==> src/hw/rtl/tsq_pkg.sv <==
// Shared types and constants for the touch sample qualifier.
// Holds the channel word structs, the stage control struct and register codes.
// No dependencies.
`default_nettype none

package tsq_pkg;

  // One input word: pen state, ADC sample and catch-clear request.
  typedef struct packed {
    logic        pen_down;
    logic [11:0] sample;
    logic        clear_catch;
  } tsq_in_t;

  // One result word.
  typedef struct packed {
    logic [15:0] pos_x;
    logic [15:0] pos_y;
    logic [15:0] start_x;
    logic [15:0] start_y;
    logic        pressed;
    logic        caught;
    logic        agreed;
  } tsq_out_t;

  // Control that travels with every word down the pipeline.
  typedef struct packed {
    logic       pen;
    logic       clr;
    logic       grp_done;
    logic [1:0] grp_idx;
    logic       agree;
  } tsq_ctl_t;

  // Configuration register indexes.
  typedef enum logic [2:0] {
    REG_RAW_MODE  = 3'd0,
    REG_X_GAIN    = 3'd1,
    REG_Y_GAIN    = 3'd2,
    REG_X_OFFSET  = 3'd3,
    REG_Y_OFFSET  = 3'd4,
    REG_AGREE_TOL = 3'd5
  } tsq_reg_t;

  // The scan is four groups: X, Y, X, Y.
  localparam logic [1:0] LAST_GROUP = 2'd3;

  // Fraction bits of the calibration gains.
  localparam int CAL_FRAC = 14;

  // Reset values of the configuration registers.
  localparam logic        RAW_MODE_RST  = 1'b0;
  localparam logic [15:0] X_GAIN_RST    = 16'hF7A3;
  localparam logic [15:0] Y_GAIN_RST    = 16'hFA3A;
  localparam logic [15:0] X_OFFSET_RST  = 16'd507;
  localparam logic [15:0] Y_OFFSET_RST  = 16'd315;
  localparam logic [11:0] AGREE_TOL_RST = 12'd50;

  // Position reported while no pen is present.
  localparam logic [15:0] POS_IDLE = 16'hFFFF;

endpackage

`default_nettype wire

==> src/hw/rtl/tsq_accum.sv <==
// Group accumulator: running sum, minimum, maximum and sample count.
// Emits the trimmed group sum into the first pipeline register. Uses tsq_pkg.
`default_nettype none

module tsq_accum
  import tsq_pkg::*;
#(
  parameter int SAMPLES_PER_GROUP = 5,
  parameter int TRIM_EACH_SIDE    = 1,
  parameter int ADC_BITS          = 12,
  localparam int SumW  = $clog2(SAMPLES_PER_GROUP * ((1 << ADC_BITS) - 1) + 1),
  localparam int TrimW = $clog2((SAMPLES_PER_GROUP - 2 * TRIM_EACH_SIDE) *
                                ((1 << ADC_BITS) - 1) + 1),
  localparam int CntW  = $clog2(SAMPLES_PER_GROUP + 1)
) (
  input  wire logic             clk,
  input  wire logic             rst_n,
  input  wire logic             in_valid,
  output      logic             in_ready,
  input  wire tsq_in_t          in_data,
  input  wire logic             dn_ready,
  output      logic             dn_valid,
  output      tsq_ctl_t         dn_ctl,
  output      logic [TrimW-1:0] dn_trim
);

  logic [SumW-1:0]     sum_r;
  logic [ADC_BITS-1:0] min_r;
  logic [ADC_BITS-1:0] max_r;
  logic [CntW-1:0]     cnt_r;
  logic [1:0]          grp_r;
  logic                p1_valid_r;
  tsq_ctl_t            p1_ctl_r;
  logic [TrimW-1:0]    p1_trim_r;

  logic [ADC_BITS-1:0] smp;
  logic [SumW-1:0]     sum_nxt;
  logic [ADC_BITS-1:0] min_nxt;
  logic [ADC_BITS-1:0] max_nxt;
  logic [CntW-1:0]     cnt_nxt;
  logic                done;
  logic [SumW-1:0]     trim_full;
  logic                accept;

  // The stage takes a word when it is empty or its content moves on.
  assign in_ready = !p1_valid_r || dn_ready;
  assign accept   = in_valid && in_ready;

  // Fold the sample into the running group statistics.
  always_comb begin
    smp       = ADC_BITS'(in_data.sample);
    sum_nxt   = sum_r + SumW'(smp);
    min_nxt   = (smp < min_r) ? smp : min_r;
    max_nxt   = (smp > max_r) ? smp : max_r;
    cnt_nxt   = cnt_r + 1'b1;
    done      = (cnt_nxt == CntW'(SAMPLES_PER_GROUP));
    trim_full = sum_nxt - SumW'(min_nxt) - SumW'(max_nxt);
  end

  // Accumulator state; a pen-up word drops any partial scan.
  always_ff @(posedge clk) begin
    if (!rst_n) begin
      sum_r <= '0;
      min_r <= '1;
      max_r <= '0;
      cnt_r <= '0;
      grp_r <= '0;
    end else if (accept) begin
      if (in_data.pen_down && !done) begin
        sum_r <= sum_nxt;
        min_r <= min_nxt;
        max_r <= max_nxt;
        cnt_r <= cnt_nxt;
      end else begin
        sum_r <= '0;
        min_r <= '1;
        max_r <= '0;
        cnt_r <= '0;
        if (!in_data.pen_down || grp_r == LAST_GROUP) begin
          grp_r <= '0;
        end else begin
          grp_r <= grp_r + 2'd1;
        end
      end
    end
  end

  // First pipeline register.
  always_ff @(posedge clk) begin
    if (!rst_n) begin
      p1_valid_r <= 1'b0;
    end else if (in_ready) begin
      p1_valid_r <= in_valid;
    end
  end

  always_ff @(posedge clk) begin
    if (accept) begin
      p1_ctl_r.pen      <= in_data.pen_down;
      p1_ctl_r.clr      <= in_data.clear_catch;
      p1_ctl_r.grp_done <= in_data.pen_down && done;
      p1_ctl_r.grp_idx  <= grp_r;
      p1_ctl_r.agree    <= 1'b0;
      p1_trim_r         <= TrimW'(trim_full);
    end
  end

  assign dn_valid = p1_valid_r;
  assign dn_ctl   = p1_ctl_r;
  assign dn_trim  = p1_trim_r;

endmodule

`default_nettype wire

==> src/hw/rtl/tsq_mean.sv <==
// Trimmed mean by reciprocal multiply, storage of the first three means and
// the agreement check with pair averaging. Two register stages. Uses tsq_pkg.
`default_nettype none

module tsq_mean
  import tsq_pkg::*;
#(
  parameter int SAMPLES_PER_GROUP = 5,
  parameter int TRIM_EACH_SIDE    = 1,
  parameter int ADC_BITS          = 12,
  localparam int Div    = SAMPLES_PER_GROUP - 2 * TRIM_EACH_SIDE,
  localparam int TrimW  = $clog2(Div * ((1 << ADC_BITS) - 1) + 1),
  localparam int Shift  = TrimW + $clog2(Div),
  localparam int Recip  = ((1 << Shift) + Div - 1) / Div,
  localparam int RecW   = Shift + 1,
  localparam int ProdW  = TrimW + RecW,
  localparam int CmpW   = (ADC_BITS > 12) ? ADC_BITS : 12
) (
  input  wire logic                clk,
  input  wire logic                rst_n,
  input  wire logic [11:0]         agree_tol,
  input  wire logic                up_valid,
  output      logic                up_ready,
  input  wire tsq_ctl_t            up_ctl,
  input  wire logic [TrimW-1:0]    up_trim,
  input  wire logic                dn_ready,
  output      logic                dn_valid,
  output      tsq_ctl_t            dn_ctl,
  output      logic [ADC_BITS-1:0] dn_ax,
  output      logic [ADC_BITS-1:0] dn_ay
);

  localparam logic [RecW-1:0] RecipC = RecW'(Recip);

  logic [ADC_BITS-1:0] fm_r [3];
  logic                p2_valid_r;
  tsq_ctl_t            p2_ctl_r;
  logic [ADC_BITS-1:0] p2_mean_r;
  logic                p3_valid_r;
  tsq_ctl_t            p3_ctl_r;
  logic [ADC_BITS-1:0] p3_ax_r;
  logic [ADC_BITS-1:0] p3_ay_r;

  logic [ProdW-1:0]    prod;
  logic [ADC_BITS-1:0] mean_nxt;
  logic                ready2;
  logic [ADC_BITS-1:0] dx;
  logic [ADC_BITS-1:0] dy;
  logic [ADC_BITS:0]   sx;
  logic [ADC_BITS:0]   sy;
  logic                agree_nxt;
  tsq_ctl_t            ctl3_nxt;

  assign ready2   = !p3_valid_r || dn_ready;
  assign up_ready = !p2_valid_r || ready2;

  // Division by the trimmed count as a multiply by a rounded-up reciprocal.
  always_comb begin
    prod     = ProdW'(up_trim) * ProdW'(RecipC);
    mean_nxt = ADC_BITS'(prod >> Shift);
  end

  // Second pipeline register and the store of the first three means.
  always_ff @(posedge clk) begin
    if (!rst_n) begin
      p2_valid_r <= 1'b0;
    end else if (up_ready) begin
      p2_valid_r <= up_valid;
    end
  end

  always_ff @(posedge clk) begin
    if (up_ready && up_valid) begin
      p2_ctl_r  <= up_ctl;
      p2_mean_r <= mean_nxt;
      if (up_ctl.grp_done && up_ctl.grp_idx != LAST_GROUP) begin
        fm_r[up_ctl.grp_idx] <= mean_nxt;
      end
    end
  end

  // Compare the two X means and the two Y means, and average each pair.
  always_comb begin
    dx        = (fm_r[0] > fm_r[2]) ? fm_r[0] - fm_r[2] : fm_r[2] - fm_r[0];
    dy        = (fm_r[1] > p2_mean_r) ? fm_r[1] - p2_mean_r : p2_mean_r - fm_r[1];
    agree_nxt = (CmpW'(dx) < CmpW'(agree_tol)) && (CmpW'(dy) < CmpW'(agree_tol));
    sx        = {1'b0, fm_r[0]} + {1'b0, fm_r[2]};
    sy        = {1'b0, fm_r[1]} + {1'b0, p2_mean_r};
    ctl3_nxt       = p2_ctl_r;
    ctl3_nxt.agree = agree_nxt;
  end

  // Third pipeline register.
  always_ff @(posedge clk) begin
    if (!rst_n) begin
      p3_valid_r <= 1'b0;
    end else if (ready2) begin
      p3_valid_r <= p2_valid_r;
    end
  end

  always_ff @(posedge clk) begin
    if (ready2 && p2_valid_r) begin
      p3_ctl_r <= ctl3_nxt;
      p3_ax_r  <= sx[ADC_BITS:1];
      p3_ay_r  <= sy[ADC_BITS:1];
    end
  end

  assign dn_valid = p3_valid_r;
  assign dn_ctl   = p3_ctl_r;
  assign dn_ax    = p3_ax_r;
  assign dn_ay    = p3_ay_r;

endmodule

`default_nettype wire

==> src/hw/rtl/tsq_calib.sv <==
// Calibration: signed gain products in a register stage, then offset add,
// truncation and saturation to 0..65535 on the registered products. Uses tsq_pkg.
`default_nettype none

module tsq_calib
  import tsq_pkg::*;
#(
  parameter int ADC_BITS = 12,
  localparam int ProdW = ADC_BITS + 17,
  localparam int CalW  = ((ProdW > 16 + CAL_FRAC) ? ProdW : 16 + CAL_FRAC) + 1
) (
  input  wire logic                clk,
  input  wire logic                rst_n,
  input  wire logic [15:0]         x_gain,
  input  wire logic [15:0]         y_gain,
  input  wire logic [15:0]         x_offset,
  input  wire logic [15:0]         y_offset,
  input  wire logic                up_valid,
  output      logic                up_ready,
  input  wire tsq_ctl_t            up_ctl,
  input  wire logic [ADC_BITS-1:0] up_ax,
  input  wire logic [ADC_BITS-1:0] up_ay,
  input  wire logic                dn_ready,
  output      logic                dn_valid,
  output      tsq_ctl_t            dn_ctl,
  output      logic [ADC_BITS-1:0] dn_ax,
  output      logic [ADC_BITS-1:0] dn_ay,
  output      logic [15:0]         cal_x,
  output      logic [15:0]         cal_y
);

  logic                    p4_valid_r;
  tsq_ctl_t                p4_ctl_r;
  logic [ADC_BITS-1:0]     p4_ax_r;
  logic [ADC_BITS-1:0]     p4_ay_r;
  logic signed [ProdW-1:0] p4_px_r;
  logic signed [ProdW-1:0] p4_py_r;

  logic signed [ProdW-1:0] px_nxt;
  logic signed [ProdW-1:0] py_nxt;

  // Offset in Q14, add, clamp negatives to zero and large values to full scale.
  function automatic logic [15:0] sat_cal(input logic signed [ProdW-1:0] p,
                                          input logic [15:0] off);
    logic signed [CalW-1:0] t;
    logic [15:0]            res;
    t = CalW'(p) + (CalW'($signed(off)) <<< CAL_FRAC);
    if (t[CalW-1]) begin
      res = '0;
    end else if (|t[CalW-1:CAL_FRAC+16]) begin
      res = '1;
    end else begin
      res = t[CAL_FRAC+15:CAL_FRAC];
    end
    return res;
  endfunction

  assign up_ready = !p4_valid_r || dn_ready;

  // Screen X comes from the raw Y average and screen Y from the raw X average.
  always_comb begin
    px_nxt = ProdW'($signed(x_gain)) * $signed({1'b0, up_ay});
    py_nxt = ProdW'($signed(y_gain)) * $signed({1'b0, up_ax});
  end

  // Fourth pipeline register.
  always_ff @(posedge clk) begin
    if (!rst_n) begin
      p4_valid_r <= 1'b0;
    end else if (up_ready) begin
      p4_valid_r <= up_valid;
    end
  end

  always_ff @(posedge clk) begin
    if (up_ready && up_valid) begin
      p4_ctl_r <= up_ctl;
      p4_ax_r  <= up_ax;
      p4_ay_r  <= up_ay;
      p4_px_r  <= px_nxt;
      p4_py_r  <= py_nxt;
    end
  end

  assign dn_valid = p4_valid_r;
  assign dn_ctl   = p4_ctl_r;
  assign dn_ax    = p4_ax_r;
  assign dn_ay    = p4_ay_r;
  assign cal_x    = sat_cal(p4_px_r, x_offset);
  assign cal_y    = sat_cal(p4_py_r, y_offset);

endmodule

`default_nettype wire

==> src/hw/rtl/touch_sample_qualifier_unit.sv <==
// Touch sample qualifier: trimmed-mean filter over X, Y, X, Y sample groups,
// two-reading agreement, calibration and press tracking.
//
// Channels: in_* carries one word per ADC tick (pen state, sample, catch
// clear), out_* carries result words, cfg_* writes the six configuration
// registers by index and is always ready. All use valid/ready; a word moves
// on a clock edge where both are high.
// A pen-down word that closes the fourth group of a scan gives one result,
// every pen-up word gives one result, other words give none.
// A result is registered by each stage in turn, last in the output register.
// Throughput: one input word per cycle, set by the five-stage pipeline
// (accumulate, reciprocal multiply, agreement, gain multiply, saturate and
// update). Words that give no result leave the last stage even while a result
// waits in the output register, so the input keeps flowing until a pending
// result is blocked behind it.
// Reset (rst_n low, synchronous): configuration returns to its defaults,
// accumulators clear, the position reads 65535 each and the flags clear.
// A stalled receiver holds the output word steady until taken.
`default_nettype none

module touch_sample_qualifier_unit
  import tsq_pkg::*;
#(
  parameter int SAMPLES_PER_GROUP = 5,
  parameter int TRIM_EACH_SIDE    = 1,
  parameter int ADC_BITS          = 12,
  localparam int TrimW = $clog2((SAMPLES_PER_GROUP - 2 * TRIM_EACH_SIDE) *
                                ((1 << ADC_BITS) - 1) + 1)
) (
  input  wire logic        clk,
  input  wire logic        rst_n,
  input  wire logic        in_valid,
  output      logic        in_ready,
  input  wire tsq_in_t     in_data,
  output      logic        out_valid,
  input  wire logic        out_ready,
  output      tsq_out_t    out_data,
  input  wire logic        cfg_valid,
  output      logic        cfg_ready,
  input  wire logic [2:0]  cfg_addr,
  input  wire logic [15:0] cfg_data
);

  // Configuration registers.
  logic        raw_mode_r;
  logic [15:0] x_gain_r;
  logic [15:0] y_gain_r;
  logic [15:0] x_offset_r;
  logic [15:0] y_offset_r;
  logic [11:0] agree_tol_r;

  // Tracking state and output register.
  logic [15:0] pos_x_r;
  logic [15:0] pos_y_r;
  logic [15:0] start_x_r;
  logic [15:0] start_y_r;
  logic        pressed_r;
  logic        caught_r;
  logic        out_valid_r;
  tsq_out_t    out_data_r;

  // Pipeline links.
  logic                v1;
  logic                r1;
  tsq_ctl_t            c1;
  logic [TrimW-1:0]    trim1;
  logic                v3;
  logic                r3;
  tsq_ctl_t            c3;
  logic [ADC_BITS-1:0] ax3;
  logic [ADC_BITS-1:0] ay3;
  logic                v4;
  logic                r4;
  tsq_ctl_t            c4;
  logic [ADC_BITS-1:0] ax4;
  logic [ADC_BITS-1:0] ay4;
  logic [15:0]         cal_x;
  logic [15:0]         cal_y;

  // Next-state values for the last stage.
  logic        is_last;
  logic        emit;
  logic        fire;
  logic [15:0] pos_x_nxt;
  logic [15:0] pos_y_nxt;
  logic [15:0] start_x_nxt;
  logic [15:0] start_y_nxt;
  logic        pressed_nxt;
  logic        caught_nxt;
  logic        agreed_nxt;
  tsq_out_t    word_nxt;

  assign cfg_ready = 1'b1;

  // Configuration writes; unknown indexes are ignored.
  always_ff @(posedge clk) begin
    if (!rst_n) begin
      raw_mode_r  <= RAW_MODE_RST;
      x_gain_r    <= X_GAIN_RST;
      y_gain_r    <= Y_GAIN_RST;
      x_offset_r  <= X_OFFSET_RST;
      y_offset_r  <= Y_OFFSET_RST;
      agree_tol_r <= AGREE_TOL_RST;
    end else if (cfg_valid && cfg_ready) begin
      case (tsq_reg_t'(cfg_addr))
        REG_RAW_MODE:  raw_mode_r  <= cfg_data[0];
        REG_X_GAIN:    x_gain_r    <= cfg_data;
        REG_Y_GAIN:    y_gain_r    <= cfg_data;
        REG_X_OFFSET:  x_offset_r  <= cfg_data;
        REG_Y_OFFSET:  y_offset_r  <= cfg_data;
        REG_AGREE_TOL: agree_tol_r <= cfg_data[11:0];
        default: ;
      endcase
    end
  end

  tsq_accum #(
    .SAMPLES_PER_GROUP (SAMPLES_PER_GROUP),
    .TRIM_EACH_SIDE    (TRIM_EACH_SIDE),
    .ADC_BITS          (ADC_BITS)
  ) u_accum (
    .clk      (clk),
    .rst_n    (rst_n),
    .in_valid (in_valid),
    .in_ready (in_ready),
    .in_data  (in_data),
    .dn_ready (r1),
    .dn_valid (v1),
    .dn_ctl   (c1),
    .dn_trim  (trim1)
  );

  tsq_mean #(
    .SAMPLES_PER_GROUP (SAMPLES_PER_GROUP),
    .TRIM_EACH_SIDE    (TRIM_EACH_SIDE),
    .ADC_BITS          (ADC_BITS)
  ) u_mean (
    .clk       (clk),
    .rst_n     (rst_n),
    .agree_tol (agree_tol_r),
    .up_valid  (v1),
    .up_ready  (r1),
    .up_ctl    (c1),
    .up_trim   (trim1),
    .dn_ready  (r3),
    .dn_valid  (v3),
    .dn_ctl    (c3),
    .dn_ax     (ax3),
    .dn_ay     (ay3)
  );

  tsq_calib #(
    .ADC_BITS (ADC_BITS)
  ) u_calib (
    .clk      (clk),
    .rst_n    (rst_n),
    .x_gain   (x_gain_r),
    .y_gain   (y_gain_r),
    .x_offset (x_offset_r),
    .y_offset (y_offset_r),
    .up_valid (v3),
    .up_ready (r3),
    .up_ctl   (c3),
    .up_ax    (ax3),
    .up_ay    (ay3),
    .dn_ready (r4),
    .dn_valid (v4),
    .dn_ctl   (c4),
    .dn_ax    (ax4),
    .dn_ay    (ay4),
    .cal_x    (cal_x),
    .cal_y    (cal_y)
  );

  // A word with no result may always leave; a result needs a free output slot.
  assign is_last = c4.grp_done && (c4.grp_idx == LAST_GROUP);
  assign emit    = !c4.pen || is_last;
  assign r4      = !emit || !out_valid_r || out_ready;
  assign fire    = v4 && r4;

  // Position, press-start and flag updates for the word in the last stage.
  always_comb begin
    pos_x_nxt   = pos_x_r;
    pos_y_nxt   = pos_y_r;
    start_x_nxt = start_x_r;
    start_y_nxt = start_y_r;
    pressed_nxt = pressed_r;
    caught_nxt  = caught_r;
    agreed_nxt  = 1'b0;
    if (!c4.pen) begin
      if (pressed_r) begin
        pressed_nxt = 1'b0;
      end else begin
        start_x_nxt = '0;
        start_y_nxt = '0;
        pos_x_nxt   = POS_IDLE;
        pos_y_nxt   = POS_IDLE;
      end
    end else if (is_last) begin
      if (c4.agree) begin
        agreed_nxt = 1'b1;
        if (raw_mode_r) begin
          pos_x_nxt = 16'(ax4);
          pos_y_nxt = 16'(ay4);
        end else begin
          pos_x_nxt = cal_x;
          pos_y_nxt = cal_y;
        end
      end
      if (!pressed_r) begin
        pressed_nxt = 1'b1;
        caught_nxt  = 1'b1;
        start_x_nxt = pos_x_nxt;
        start_y_nxt = pos_y_nxt;
      end
    end
    word_nxt.pos_x   = pos_x_nxt;
    word_nxt.pos_y   = pos_y_nxt;
    word_nxt.start_x = start_x_nxt;
    word_nxt.start_y = start_y_nxt;
    word_nxt.pressed = pressed_nxt;
    word_nxt.caught  = caught_nxt;
    word_nxt.agreed  = agreed_nxt;
  end

  // Tracking state; the catch clear lands after the result is formed.
  always_ff @(posedge clk) begin
    if (!rst_n) begin
      pos_x_r   <= POS_IDLE;
      pos_y_r   <= POS_IDLE;
      start_x_r <= '0;
      start_y_r <= '0;
      pressed_r <= 1'b0;
      caught_r  <= 1'b0;
    end else if (fire) begin
      pos_x_r   <= pos_x_nxt;
      pos_y_r   <= pos_y_nxt;
      start_x_r <= start_x_nxt;
      start_y_r <= start_y_nxt;
      pressed_r <= pressed_nxt;
      caught_r  <= caught_nxt && !c4.clr;
    end
  end

  // Output register.
  always_ff @(posedge clk) begin
    if (!rst_n) begin
      out_valid_r <= 1'b0;
    end else if (fire && emit) begin
      out_valid_r <= 1'b1;
    end else if (out_ready) begin
      out_valid_r <= 1'b0;
    end
  end

  always_ff @(posedge clk) begin
    if (fire && emit) begin
      out_data_r <= word_nxt;
    end
  end

  assign out_valid = out_valid_r;
  assign out_data  = out_data_r;

endmodule

`default_nettype wire
==> config.mk <==
export PLATFORM = sky130hd
export DESIGN_NAME = touch_sample_qualifier_unit
export DESIGN_NICKNAME = d
export VERILOG_FILES = /design/src/hw/rtl/tsq_pkg.sv /design/src/hw/rtl/tsq_accum.sv /design/src/hw/rtl/tsq_mean.sv /design/src/hw/rtl/tsq_calib.sv /design/src/hw/rtl/touch_sample_qualifier_unit.sv
export SDC_FILE = /design/constraint.sdc
export NUM_CORES = 2
export LEC_CHECK = 0
export BUFFER_PORTS_ARGS = -buffer_cell sky130_fd_sc_hd__buf_2
export CORE_ASPECT_RATIO = 1.2
export CORE_MARGIN = 5
export CORE_UTILIZATION = 50
export DETAILED_ROUTE_END_ITERATION = 12
export MAX_ROUTING_LAYER = met4
export PLACE_DENSITY = 0.66
export SLEW_MARGIN = 0
export SYNTH_ARGS = -nofsm -noshare
export SYNTH_HDL_FRONTEND = slang
export SYNTH_SLANG_ARGS = --single-unit
==> constraint.sdc <==
create_clock -name clk -period 12.05 [get_ports clk]
set_input_delay 3.0125 -clock clk [delete_from_list [all_inputs] [get_ports clk]]
set_output_delay 3.0125 -clock clk [all_outputs]
set_load 0.01 [all_outputs]
-- Word-level counts from Yosys, hierarchy flattened
Memory sizes are Yosys's and may differ from the RTL's.
Cells that the tools add are included.
Widths: inputs -> output; s select.
- muxes and demuxes: 40
- reductions and logical operators: 40
- $mul: 3
- equality and inequality tests: 9
- bitwise gates (word level): 1
- $lt $le $gt $ge: 6
- add/sub/neg operators: 13
- operators by type and width (kind ; count):
    $mux 16 ; 20
    $mux 12 ; 6
    $add 29x30->31 ; 2
    $mul 16x13->29 ; 2
    $sub 12x12->12 ; 4
    $gt 12x12->1 ; 3
    $lt 12x12->1 ; 3
    $sub 14x12->14 ; 2
    $mul 14x14->27 const B ; 1
    $add 12x12->13 ; 2
    $reduce_and 2->1 ; 8
    $add 15x12->15 ; 1
    $mux 15 ; 1
    $logic_and 1x1->1 ; 12
    $mux 1 ; 11
    $logic_not 1->1 ; 10
    $eq 3x3->1 const B ; 3
    $logic_or 1x1->1 ; 8
    $eq 3x2->1 const B ; 2
    $eq 2x2->1 const B ; 2
    $add 3x1->3 const B ; 1
    $eq 3x1->1 const B ; 1
    $logic_not 3->1 ; 1
    $mux 3 ; 1
    5 further kinds ; 5
- output and inout bits: 70
- register bits after elaboration: 413
- memories kept: 1
- input port bits: 38
- word-level logic and storage cells: 168
- RAM bits: 36
- memories (memory ; depth ; bits a word ; rd ports ; clocked after memory_dff ; write ports ; line ; source):
    u_mean.fm_r ; 3 ; 12 ; 3 ; 0 ; 1 ; tsq_mean.sv:35 ; logic [ADC_BITS-1:0] fm_r [3];

-- Longest topological paths before layout
- depth in word-level cells: 12
- depth in mapped cells: 25
- gate-level depth less buffers: 23

-- Cells and area by module
From an unflattened synthesis, not the netlist that was laid out.
- cells, all modules: 4048
- area total of the unflattened synthesis: 39776.9 um2
- modules (own cells, without submodules) (module ; area an instance (um2) ; sequential area each (um2) ; cells each ; instances):
    tsq_calib ; 17011.3 ; 1821.7 ; 1844 ; 1
    tsq_mean ; 9275.1 ; 2532.4 ; 899 ; 1
    touch_sample_qualifier_unit ; 9077.5 ; 4894.7 ; 838 ; 1
    tsq_accum ; 4413.0 ; 1451.4 ; 467 ; 1

-- Least setup slack after synthesis
OpenSTA, ideal clock, no wires.
- path type: input port to flip-flop
- from: input port in_data[2] (netlist name)
- to: register u_accum.p1_trim_r[13], in the netlist u_accum.dn_trim[13] (data pin)
- required time: 11.785 ns
- arrival time: 7.293 ns
- setup time: 0.265 ns
- setup slack: 4.492 ns
- stages on the path: 21
- path buffers: 1
- cell sequence: ha_1 > a21o_1 > a21o_1 > a21o_1 > a21o_1 > a211oi_2 > o21ai_1 > a21oi_2 > buf_4 > mux2_2 > fa_1 > inv_1 > ha_1 > a21oi_1 > o21bai_1 > a31oi_1 > o21ai_0 > or4_1 > o311ai_0 > o21ai_0 > xor2_1
- word-level cells in the longest chain between the ends: 4
- elaborated cells between the ends (all ways): 7
- those cells by class: add/sub: 3; order compare: 2; mux: 2
- RTL lines (element ; line ; source):
    from (decl) ; touch_sample_qualifier_unit.sv:34 ; input wire tsq_in_t in_data,
    $lt 12x12->1 ; tsq_accum.sv:53 ; min_nxt = (smp < min_r) ? smp : min_r;
    $mux 12 ; tsq_accum.sv:53 ;
    $sub 14x12->14 ; tsq_accum.sv:57 ; trim_full = sum_nxt - SumW'(min_nxt) - SumW'(max_nxt);
    $sub 14x12->14 (*) ; tsq_accum.sv:57 ;
    named net u_accum.trim_full[13] ; tsq_accum.sv:42 ; logic [SumW-1:0] trim_full;
    to (signal assigned) ; tsq_accum.sv:104 ; p1_trim_r <= TrimW'(trim_full);
    to (decl) ; tsq_accum.sv:34 ; logic [TrimW-1:0] p1_trim_r;
The timed path passes the listed nets; every way through them passes the cells marked *.
A chain may end at the register's enable or synchronous reset.

-- Worst setup path after layout
Ends and elaborated chain as after synthesis.

==> results.py <==
metrics = {
    "outcome": {
        "outcome": "finished clean",
    },
    "timing": {
        "sum_of_negative_setup_slack_ns": 0,
        "final_worst_clock_skew_ns": 0.0287,
        "grt_setup_unrepaired": "false",
        "final.min_clock_period_ns": 7.50,
        "finalSetupViolCount": 0,
        "clock.fmax_mhz": 133,
        "worst_slew_pin_slew_ns": 1.16,
        "report.final.hold_viol_count": 0,
        "drv_slew": 0,
        "timing.slew.headroom_pct": 22.7,
        "finalCritPeriodShare_pct": 62.2,
    },
    "die": {
        "initial_core_util_pct": 50.2,
        "die_extent_in_y_um": 316,
        "floorplan.io_pins": 108,
        "die_w_um": 265,
        "core.rowCount": 112,
        "coreArea_mm2": 0.0775,
        "design.die.area_mm2": 0.0836,
    },
    "global_routing": {
        "globalRouteOverflowTotal": 0,
        "grt_antenna_before_repair": 10,
        "grt_pass1_wl_um": 153000,
        "first_global_vias": 28800,
        "grt_max_degree": 77,
        "global_route.usage.total_pct": 23.4,
    },
    "hold_path": {
        "worstHoldPathType": "flip-flop to flip-flop",
    },
    "synthesis": {
        "synth_compound_area_share_pct": 11.9,
        "ys_dominant_reg_cell": "edfxtp_1",
        "synth-edff-count": 229,
        "synth_fa_ha_area_share_pct": 34.7,
        "synth-warning-count": 0,
        "synth.distinct_cells": 98,
        "cell_type_with_the_largest_total_area_after_synthesis": "fa_1",
        "synthCells": 4035,
        "syn_area_mm2": 0.0389,
        "synth-async-reset-ratio_pct": 0,
        "syn-mean-instance-area_um2": 9.65,
        "synth_top_area_share_pct": 22.2,
        "synth.ff_latch_count": 420,
        "synth_xor_area_share_pct": 3.13,
        "post_synth_and_or_nand_nor_area_fraction_pct": 13.0,
        "synth.top_cells.by_area": "fa_1, edfxtp_1, ha_1",
        "synth_fp_nets": 4894,
        "synth_top_family_by_area": "adder cells",
        "part_of_the_yosys_area_used_for_sequential_elements_pct": 27.5,
        "synth.mux.area_fraction_pct": 1.18,
    },
    "finish": {
        "largest_register_ff_count": 67,
        "final_net_count": 4914,
        "share_of_post_route_cells_with_drive_strength_above_1_pct": 6.23,
        "fillers": 6943,
        "flow.area_growth_from_synthesis_pct": 7.49,
    },
    "worst_setup_path": {
        "timing.critical_path.fanout_max": 21,
        "required_ns": 12.38,
        "endpoint_kind": "flip-flop",
        "crit_type": "primary input to flip-flop",
        "cp.arrival_ns": 7.83,
        "cp-start-kind": "primary input",
    },
    "clock_tree": {
        "insertion_delay_ns": 0.59,
        "cts.sink_count": 420,
        "cts_inserted_buffers": 46,
        "post_cts.resized_instances": 0,
        "clock_tree_from_tritoncts": "done",
        "cts.path.max_buffers": 3,
        "clock_slew_at_the_register_clock_pins_of_the_worst_setup_and_hold_paths_ns": 0.07,
        "cts_max_level": 2,
        "post_cts_hold_buffers": 0,
        "cts_root_buf": "clkbuf_16",
        "cts_setup_buffers": 0,
    },
    "route": {
        "vias_per_cell": 5.41,
        "drt_wl_total_um": 94100,
        "initialDrtViolationCount": 1387,
        "first_pass_iters": 7,
        "post-route-drc-count": 0,
        "drt.antenna.violating_nets": 0,
        "routed_wl_per_cell_um": 18.3,
        "via_count": 27700,
    },
    "placed_design": {
        "portBuffers": 106,
        "dpl.hpwl_um": 73900,
        "global_placer_s_final_weighted_congestion": 0.904,
    },
    "job": {
        "maxCapViolCount": 0,
    },
}
[per-layer routing]
layer / track usage (%) / up-vias / wire (µm)
met4: 7.23 / 0 / 3460
met1: 27.7 / 13700 / 37900
met3: 3.34 / 172 / 4630
met5: - / - / 0
li1: - / 13200 / -
met2: 41.5 / 627 / 48100
[final timing paths]
kind                                        from                   to  slack, ns  cells past startpoint
worst max-delay path                  in_data[2]  u_accum.dn_trim[13]       4.55                     22
worst min-delay path            u_mean.dn_ctl[3]    u_calib.dn_ctl[3]       0.42                      0
worst max register to register   u_mean.dn_ax[4]  u_calib.p4_py_r[27]       5.76                     19
worst min register to register  u_mean.dn_ctl[3]    u_calib.dn_ctl[3]       0.42                      0
[cell families (layout without fill, tap and decap cells)]
group                    after synthesis  count (layout)
adder cells (fa/ha/maj)              821             821
multiplexers                          44              44
buffers and inverters                883             940
flip-flops                           420             420
AO/OA/AOI/OAI                        661             661
AND/OR/NAND/NOR                     1066            1066
XOR/XNOR                             139             139
other                                  1              13
[per-stage QoR]
stage | cells | hold slack [ns] | area, µm² | util [%] | setup WS, ns
floorplan | 4035 | 0.400 | 38900 | - | 4.49
global placement | 5033 | 0.403 | 40300 | 52.0 | 3.94
detailed placement | 5033 | 0.405 | 40300 | 52.0 | 3.93
CTS | 5118 | 0.419 | 41800 | 54.0 | 4.55
global route | 5128 | 0.422 | 41800 | 54.0 | 4.25
finish | 5130 | 0.417 | 41800 | 54.0 | 4.55
[final cells by class]
type	count	area (µm²)	share of cell area (%)
multi-input cells	2732	24900	59.5
flip-flops and latches	420	10700	25.6
inverters	729	2740	6.54
well taps	1026	1280	3.07
clock buffers	59	1240	2.97
repair buffers	126	683	1.63
clock inverters	26	275	0.658
diodes	12	30.0	0.0718
[worst max-delay path, stage by stage]
cell and delay, ns:
buf_2 0.16, ha_1 0.31, a21o_1 0.16, a21o_1 0.17, a21o_1 0.18, a21o_1 0.19, a211oi_2 0.24, o21ai_1 0.12
a21oi_2 0.29, buf_4 0.36, mux2_2 0.39, fa_1 0.48, inv_1 0.04, ha_1 0.31, inv_1 0.06, o21bai_1 0.09
a31oi_1 0.21, o21ai_0 0.14, or4_1 0.40, o311ai_0 0.16, o21ai_0 0.19, xor2_1 0.17
[Yosys cell counts, types with 7 or more instances]
master / number
nand2_1: 494
ha_1: 390
a21oi_1: 164
nor3_1: 47
fa_1: 431
a21o_1: 56
nor2b_1: 38
nand4_1: 20
o21ai_1: 9
and2_1: 188
nand3_1: 66
xnor2_1: 94
o22ai_1: 11
a22o_1: 43
a22oi_1: 11
a311o_1: 15
o22a_1: 12
nor2_1: 122
mux2_2: 12
a31oi_1: 12
a21boi_0: 49
clkbuf_1: 131
dfxtp_1: 191
buf_2: 11
o21ai_0: 88
inv_1: 727
o2bb2ai_1: 17
o21a_1: 32
a211oi_1: 8
a221oi_1: 7
and3_1: 19
nand2b_1: 21
xor2_1: 45
edfxtp_1: 229
nor4_1: 8
mux2i_1: 30
o211ai_1: 19
o21bai_1: 30
[layout by cell type (no fill, tap or decap), types with 21 or more instances in the layout]
| cell type | count |
|---|---|
| nand2_1 | 494 |
| edfxtp_1 | 229 |
| nor2b_1 | 37 |
| xnor2_1 | 94 |
| nor3_1 | 46 |
| o21a_1 | 32 |
| clkbuf_16 | 48 |
| ha_1 | 390 |
| xor2_1 | 45 |
| nor2_1 | 122 |
| and2_1 | 188 |
| inv_1 | 727 |
| nand2b_1 | 21 |
| a21boi_0 | 48 |
| a21o_1 | 56 |
| mux2i_1 | 30 |
| a21oi_1 | 164 |
| buf_4 | 21 |
| fa_1 | 431 |
| o21bai_1 | 30 |
| nand3_1 | 66 |
| a22o_1 | 43 |
| dfxtp_1 | 191 |
| buf_2 | 105 |
| o21ai_0 | 88 |
Power is not shown: default switching activity piles up to over one toggle a cycle in this logic, so the estimate is an artifact.
